File: config.mk
export PLATFORM = sky130hd
export DESIGN_NAME = nmu_out_buf
export DESIGN_NICKNAME = d
export VERILOG_FILES = /design/src/sv/nmu_pkg.sv /design/src/sv/nmu_out_buf.sv
export SDC_FILE = /design/constraint.sdc
export NUM_CORES = 1
export LEC_CHECK = 0
export ABC_AREA = 1
export ABC_CLOCK_PERIOD_IN_PS = 5790
export BUFFER_PORTS_ARGS = -buffer_cell sky130_fd_sc_hd__buf_2
export CAP_MARGIN = 20
export CORE_MARGIN = 2
export CORE_UTILIZATION = 50
export DETAILED_ROUTE_END_ITERATION = 16
export GPL_ROUTABILITY_DRIVEN = 0
export PLACE_DENSITY_LB_ADDON = 0.2
export SYNTH_ARGS = -nofsm -noshare
export SYNTH_HDL_FRONTEND = slang
export SYNTH_SLANG_ARGS = --single-unit
File: constraint.sdc
create_clock -name clk_i -period 5.79 [get_ports clk_i]
set_clock_uncertainty 0.05 [all_clocks]
set_input_delay 1.158 -clock clk_i [delete_from_list [all_inputs] [get_ports clk_i]]
set_output_delay 1.158 -clock clk_i [all_outputs]
set_load 0.005 [all_outputs]
File: src/sv/nmu_pkg.sv
// shared types, constants and helpers of the nesterov momentum update block
`default_nettype none

package nmu_pkg;

  localparam int unsigned IdxW     = 12;
  localparam int unsigned ValW     = 32;
  localparam int unsigned LrW      = 24;
  localparam int unsigned MomW     = 16;
  localparam int unsigned SatInW   = 42;
  localparam int unsigned InDataW  = 80;
  localparam int unsigned ResW     = IdxW + ValW;
  localparam int unsigned OutDataW = 48;
  localparam int unsigned CfgIdxW  = 1;

  localparam int unsigned NumElementsDef = 4096;

  localparam logic [LrW-1:0]  LrReset  = 24'd655;
  localparam logic [MomW-1:0] MomReset = 16'd58982;

  typedef enum logic [CfgIdxW-1:0] {
    CfgLearningRate = 1'b0,
    CfgMomentum     = 1'b1
  } cfg_reg_e;

  typedef struct packed {
    logic adv;
    logic accept;
    logic clear;
  } ctrl_t;

  typedef struct packed {
    logic            valid;
    logic            ok;
    logic [IdxW-1:0] idx;
  } s1_info_t;

  function automatic logic signed [ValW-1:0] sat32(input logic signed [SatInW-1:0] x);
    logic signed [ValW-1:0] r;
    if ((&x[SatInW-1:ValW-1]) || !(|x[SatInW-1:ValW-1])) begin
      r = x[ValW-1:0];
    end else if (x[SatInW-1]) begin
      r = {1'b1, {(ValW-1){1'b0}}};
    end else begin
      r = {1'b0, {(ValW-1){1'b1}}};
    end
    return r;
  endfunction

endpackage

`default_nettype wire

File: src/sv/nmu_out_buf.sv
// output register with skid stage for the result stream
`default_nettype none

module nmu_out_buf import nmu_pkg::*; (
  input  wire logic                clk_i,
  input  wire logic                rst_ni,
  input  wire logic                in_valid_i,
  input  wire logic [ResW-1:0]     in_data_i,
  output logic                     adv_o,
  output logic                     m_axis_tvalid,
  input  wire logic                m_axis_tready,
  output logic [OutDataW-1:0]      m_axis_tdata
);

  logic            o_valid_q, k_valid_q;
  logic [ResW-1:0] o_data_q, k_data_q;
  logic            pop, push;

  assign adv_o = !k_valid_q;
  assign pop   = o_valid_q && m_axis_tready;
  assign push  = in_valid_i && !k_valid_q;

  always_ff @(posedge clk_i or negedge rst_ni) begin
    if (!rst_ni) begin
      o_valid_q <= 1'b0;
      k_valid_q <= 1'b0;
    end else if (pop) begin
      if (k_valid_q) begin
        k_valid_q <= 1'b0;
      end else begin
        o_valid_q <= push;
      end
    end else if (push) begin
      if (o_valid_q) begin
        k_valid_q <= 1'b1;
      end else begin
        o_valid_q <= 1'b1;
      end
    end
  end

  always_ff @(posedge clk_i) begin
    if (pop) begin
      if (k_valid_q) begin
        o_data_q <= k_data_q;
      end else if (push) begin
        o_data_q <= in_data_i;
      end
    end else if (push) begin
      if (o_valid_q) begin
        k_data_q <= in_data_i;
      end else begin
        o_data_q <= in_data_i;
      end
    end
  end

  assign m_axis_tvalid = o_valid_q;
  assign m_axis_tdata  = {{(OutDataW-ResW){1'b0}}, o_data_q};

endmodule

`default_nettype wire

Yosys cells after proc, flatten, opt, wreduce, memory -nomap -nowiden:

Index checks and enable logic that the tools add are counted.

* output and inout bits: 50
* register bits: 90
* logic and storage cells: 28
* input port bits: 48

* bitwise gates (word level): 1
* equality and inequality tests: 2
* mux-type cells: 11
* reduce and logical (&&, ||, !) cells: 10

Operators by type and width (number)
* 2-to-1 mux 44 bit: 5
* 2-to-1 mux 1 bit: 6
* AND reduction 3 bit: 2
* nonzero test 2 bit: 3
* AND reduction 2 bit: 2
* logical AND 1 bit: 2
* != test 2 x 1 -> 1 bit (second input constant): 1
* != test 2 bit (second input constant): 1
* zero test 1 bit: 1
* inverter 1 bit: 1

Depth between registers and ports, before layout:

* depth in word-level cells: 5
* mapped depth: 5

Least setup slack after synthesis:

OpenSTA, ideal clock, no wires.

* kind: input to register
* start point: input m_axis_tready
* end point: register o_data_q[0] (enable)
* stages: 3
* data required time: 5.280 ns
* path buffers: 1
* arrival time: 3.512 ns
* slack: 1.768 ns
* library setup time: 0.460 ns
* path through: buf_4 -> nor2_1 -> a21oi_1

* word-level cells in the longest chain between the ends: 3

RTL lines
* start: declaration: line nmu_out_buf.sv:11 `input wire logic m_axis_tready,`
* logical AND 1 bit (*): line nmu_out_buf.sv:20 `assign pop = o_valid_q && m_axis_tready;`
* != test 2 x 1 -> 1 bit (no source line) or nonzero test 2 bit (tied branches)
* AND reduction 3 bit (no source line) (*)
* end signal: assignment: line nmu_out_buf.sv:45 `o_data_q <= k_data_q;`
* end signal: assignment: line nmu_out_buf.sv:47 `o_data_q <= in_data_i;`
* end signal: assignment: line nmu_out_buf.sv:53 `o_data_q <= in_data_i;`
* end: declaration: line nmu_out_buf.sv:16 `logic [ResW-1:0] o_data_q, k_data_q;`

Every way passes the cells marked *; elsewhere a longest branch is shown, timed or not.
A chain may end at the register's enable or synchronous reset.

Worst setup path in the final report:

* start point: input m_axis_tready
* end point: register o_data_q[10] (enable)

Same word-level chain as after synthesis.

==> summary.txt <==
ROUTE
----------------------------------------------------------------------------------
Remaining design rule violation count                                            0
Highest signal layer in the routed design                                     met4
Starting DRT DRC Count                                                         181
Post-route antenna net violation count                                           0
Per-cell via count in the routed design                                      5.076
Detail Route met3 WL                                                        407 um
Met2 wire len                                                             3.391 mm
Routed wire length                                                        6.710 mm
DR vias                                                                       2274
1st-pass router iterations                                                       5
Wire length on met1                                                       2.881 mm
Post-detailed-route wirelength per cell                                   14.98 um

STA
----------------------------------------------------------------------------------
Tightest hold margin                                                     0.5035 ns
RSZ-0062 raised after global routing                                            no
Final setup viols                                                                0
Worst slew margin relative to its limit                                     35.89%
Final Max Slew Viols                                                             0
PnR worst setup slack                                                     2.597 ns
Shortest clock period the worst path allows after layout                  3.193 ns
Post-route fraction of the period consumed by the critical path             55.15%
Max Clock Freq                                                           313.2 MHz
Final total negative setup slack                                              0 ns
Pin slew with the least headroom to its limit                            0.9605 ns
Hold Vio Cnt, Final                                                              0

GLOBAL ROUTING
----------------------------------------------------------------------------------
Antenna violations before repair                                                 0
Wire length of the first global-routing pass                              10.40 mm
Global route total overflow                                                      0
Maximum number of pins on one net before global-route repair                    51
Vias in the first global route                                                2128
Global routing usage summed across all routing layers                       17.82%

CRITICAL PATH
----------------------------------------------------------------------------------
Delay of the slowest cell on the worst path                                0.69 ns
CP cell instances                                                     buf_2 -> nor2_1 -> a21oi_4 -> buf_4
Required time at the endpoint of the critical path                         5.75 ns
CP Capture Type                                                               flop
CP max-delay cell                                                            buf_2
Type of the setup path with the least slack                           input pin to flop
Crit path max-delay family                                            buffers and inverters
Buffering stage count on the worst path with inverters included                  2
Arrival time reported for the critical path endpoint                       3.15 ns
Setup crit start kind                                                    input pin
Largest fanout on the critical path                                             48

DIE
----------------------------------------------------------------------------------
Die Span X                                                                88.05 um
Core Rows                                                                       30
Core box area                                                         0.006832 mm^2
Die span in y                                                             88.05 um
Total die area                                                        0.007753 mm^2
Starting utilization of the core area                                       51.70%
Number of top-level pins                                                        98

PLACED DESIGN
----------------------------------------------------------------------------------
Detail Placement HPWL                                                     3.924 mm
Buffers on Ports                                                                93
Pre-CTS setup slack                                                       2.234 ns
Inst Count DP                                                                  433

LOGIC SYNTHESIS
----------------------------------------------------------------------------------
Post-synthesis sequential area ratio                                        76.23%
Post-synth EDFFs                                                                88
Post-Syn Instances                                                             263
Post-Syn Area                                                         0.003532 mm^2
Share of Yosys cell area claimed by the top area cell type                  74.81%
Most frequent cells after synthesis                                   nand2_1 (95), edfxtp_1 (88), nand4_1 (44)
Synth top area cells                                                  edfxtp_1 (75%), nand2_1 (10%), nand4_1 (7.8%), buf_4 (2.6%), dfrtp_1 (1.4%)
Mapped Avg Cell Area                                                    13.43 um^2
Seq cells post-synth                                                            90
Main synth FF type                                                        edfxtp_1
Dominant cell by count in the synthesized netlist                          nand2_1
Number of library cell types mapped by synthesis                                14
Count of yosys warnings during synthesis                                         0
Top cell type by total area after synthesis                               edfxtp_1
Synth async-reset ratio                                                     2.222%

POWER
----------------------------------------------------------------------------------
Total power density per cell area                                     418.3 mW/mm^2
IR drop worst, VDD                                                        215.4 uV
Leakage power                                                             1.726 nW
Power, Total                                                              1.733 mW

RUN
----------------------------------------------------------------------------------
Number of maximum-capacitance violations                                         0

CTS
----------------------------------------------------------------------------------
Clk buf depth                                                                    2
Number of sinks handled by clock tree synthesis                                 90
Post-CTS setup buffer count                                                      0
Hold buffer count at cts                                                         0
Post-cts gate resize count                                                       0
CTS clk-pin slew, worst paths                                              0.09 ns
H-Tree Depth                                                                     3
CTS tree                                                                     built
Latest clock arrival within the worst-skew pair                            0.34 ns
Clock Root Buffer                                                         clkbuf_8
Inserted Clock Buffers                                                           9

LAYOUT
----------------------------------------------------------------------------------
Total number of nets in the final design                                       396
Final cell count without fillers                                               448
Count of fill cells added during filler insertion                              580
Signed area change from the synthesized netlist to the final layout         17.32%
Area taken by flip-flops and latches                                  0.002695 mm^2
Fraction of final layout cells with drive strength greater than 1           31.82%
Footprint of the multi-input gates                                      685.7 um^2
Antenna cell count                                                               0

MIN PATH
----------------------------------------------------------------------------------
Class of the tightest hold or removal check                           flop to flop

OUTCOME
----------------------------------------------------------------------------------
Run status                                                               completed

[power by group]
part	switching [mW]	internal, mW	total (mW)
logic	0.208	0.129	0.337
clock network	0.200	0.151	0.351
registers	0.133	0.913	1.05
total	0.541	1.19	1.73
[path summary, 6_finish.rpt]
check	startpoint	to	slack, ns	depth (start not counted)
setup / recovery	m_axis_tready	o_data_q[10]	2.60	4
hold / removal	k_data_q[38]	o_data_q[38]	0.50	2
hold reg to reg	k_data_q[38]	o_data_q[38]	0.50	2
min in group asynchronous	rst_ni	m_axis_tvalid	0.55	1
setup reg to reg	k_valid_q	o_data_q[10]	3.08	3
max in group asynchronous	rst_ni	k_valid_q	5.04	1
[layout make-up]
type                    count  share of cell area, %
well taps                  96                  2.899
clock buffers              11                  3.170
flip-flops and latches     90                  65.04
multi-input cells         148                  16.55
inverters                   5                 0.4529
clock inverters             4                 0.4831
repair buffers             94                  11.41
[cells in the final DEF, fill, tap and decap left out]
cell | netlist | routed
clkbuf_8 | 0 | 9
clkinv_1 | 0 | 2
nand3_1 | 1 | 1
buf_4 | 12 | 1
nand2_1 | 95 | 95
edfxtp_1 | 88 | 88
clkinv_2 | 0 | 1
dfrtp_2 | 0 | 2
nor2_1 | 2 | 2
nand4_1 | 44 | 44
clkinvlp_4 | 0 | 1
nand3_2 | 1 | 1
conb_1 | 1 | 4
inv_2 | 2 | 3
inv_1 | 3 | 2
buf_2 | 9 | 93
a21oi_4 | 0 | 1
clkbuf_1 | 0 | 2
[sequential cells by signal, summed over array words and instances (netlist names)]
signal and cells:
k_valid_q 1, m_axis_tvalid 1, k_data_q 44, o_data_q 44
[tightest hold or removal path, stage by stage, from the launching register on]
cell	delay (ns)
edfxtp_1	0.33
nand4_1	0.08
nand2_1	0.06
[through the flow]
stage	area, um^2	util (%)
3_3_place_gp	3993	58.44
4_1_cts	4144	60.66
2_1_floorplan	3543	-
5_1_grt	4144	60.66
3_5_place_dp	3993	58.44
6_report	4144	60.66
[logic make-up after synthesis]
| group | share of synthesized area, % |
|---|---|
| compound gates | 0.1416 |
| buf+inv | 4.995 |
| flops | 76.23 |
| other cells | 0.1062 |
| simple gates | 18.53 |
[per-layer routing]
layer	track usage, %	vias up
li1	-	1117
met1	24.55	1086
met2	27.82	69
met3	4.147	2
met4	7.025	0
met5	0	-
Power figures use the tool's default switching activity.
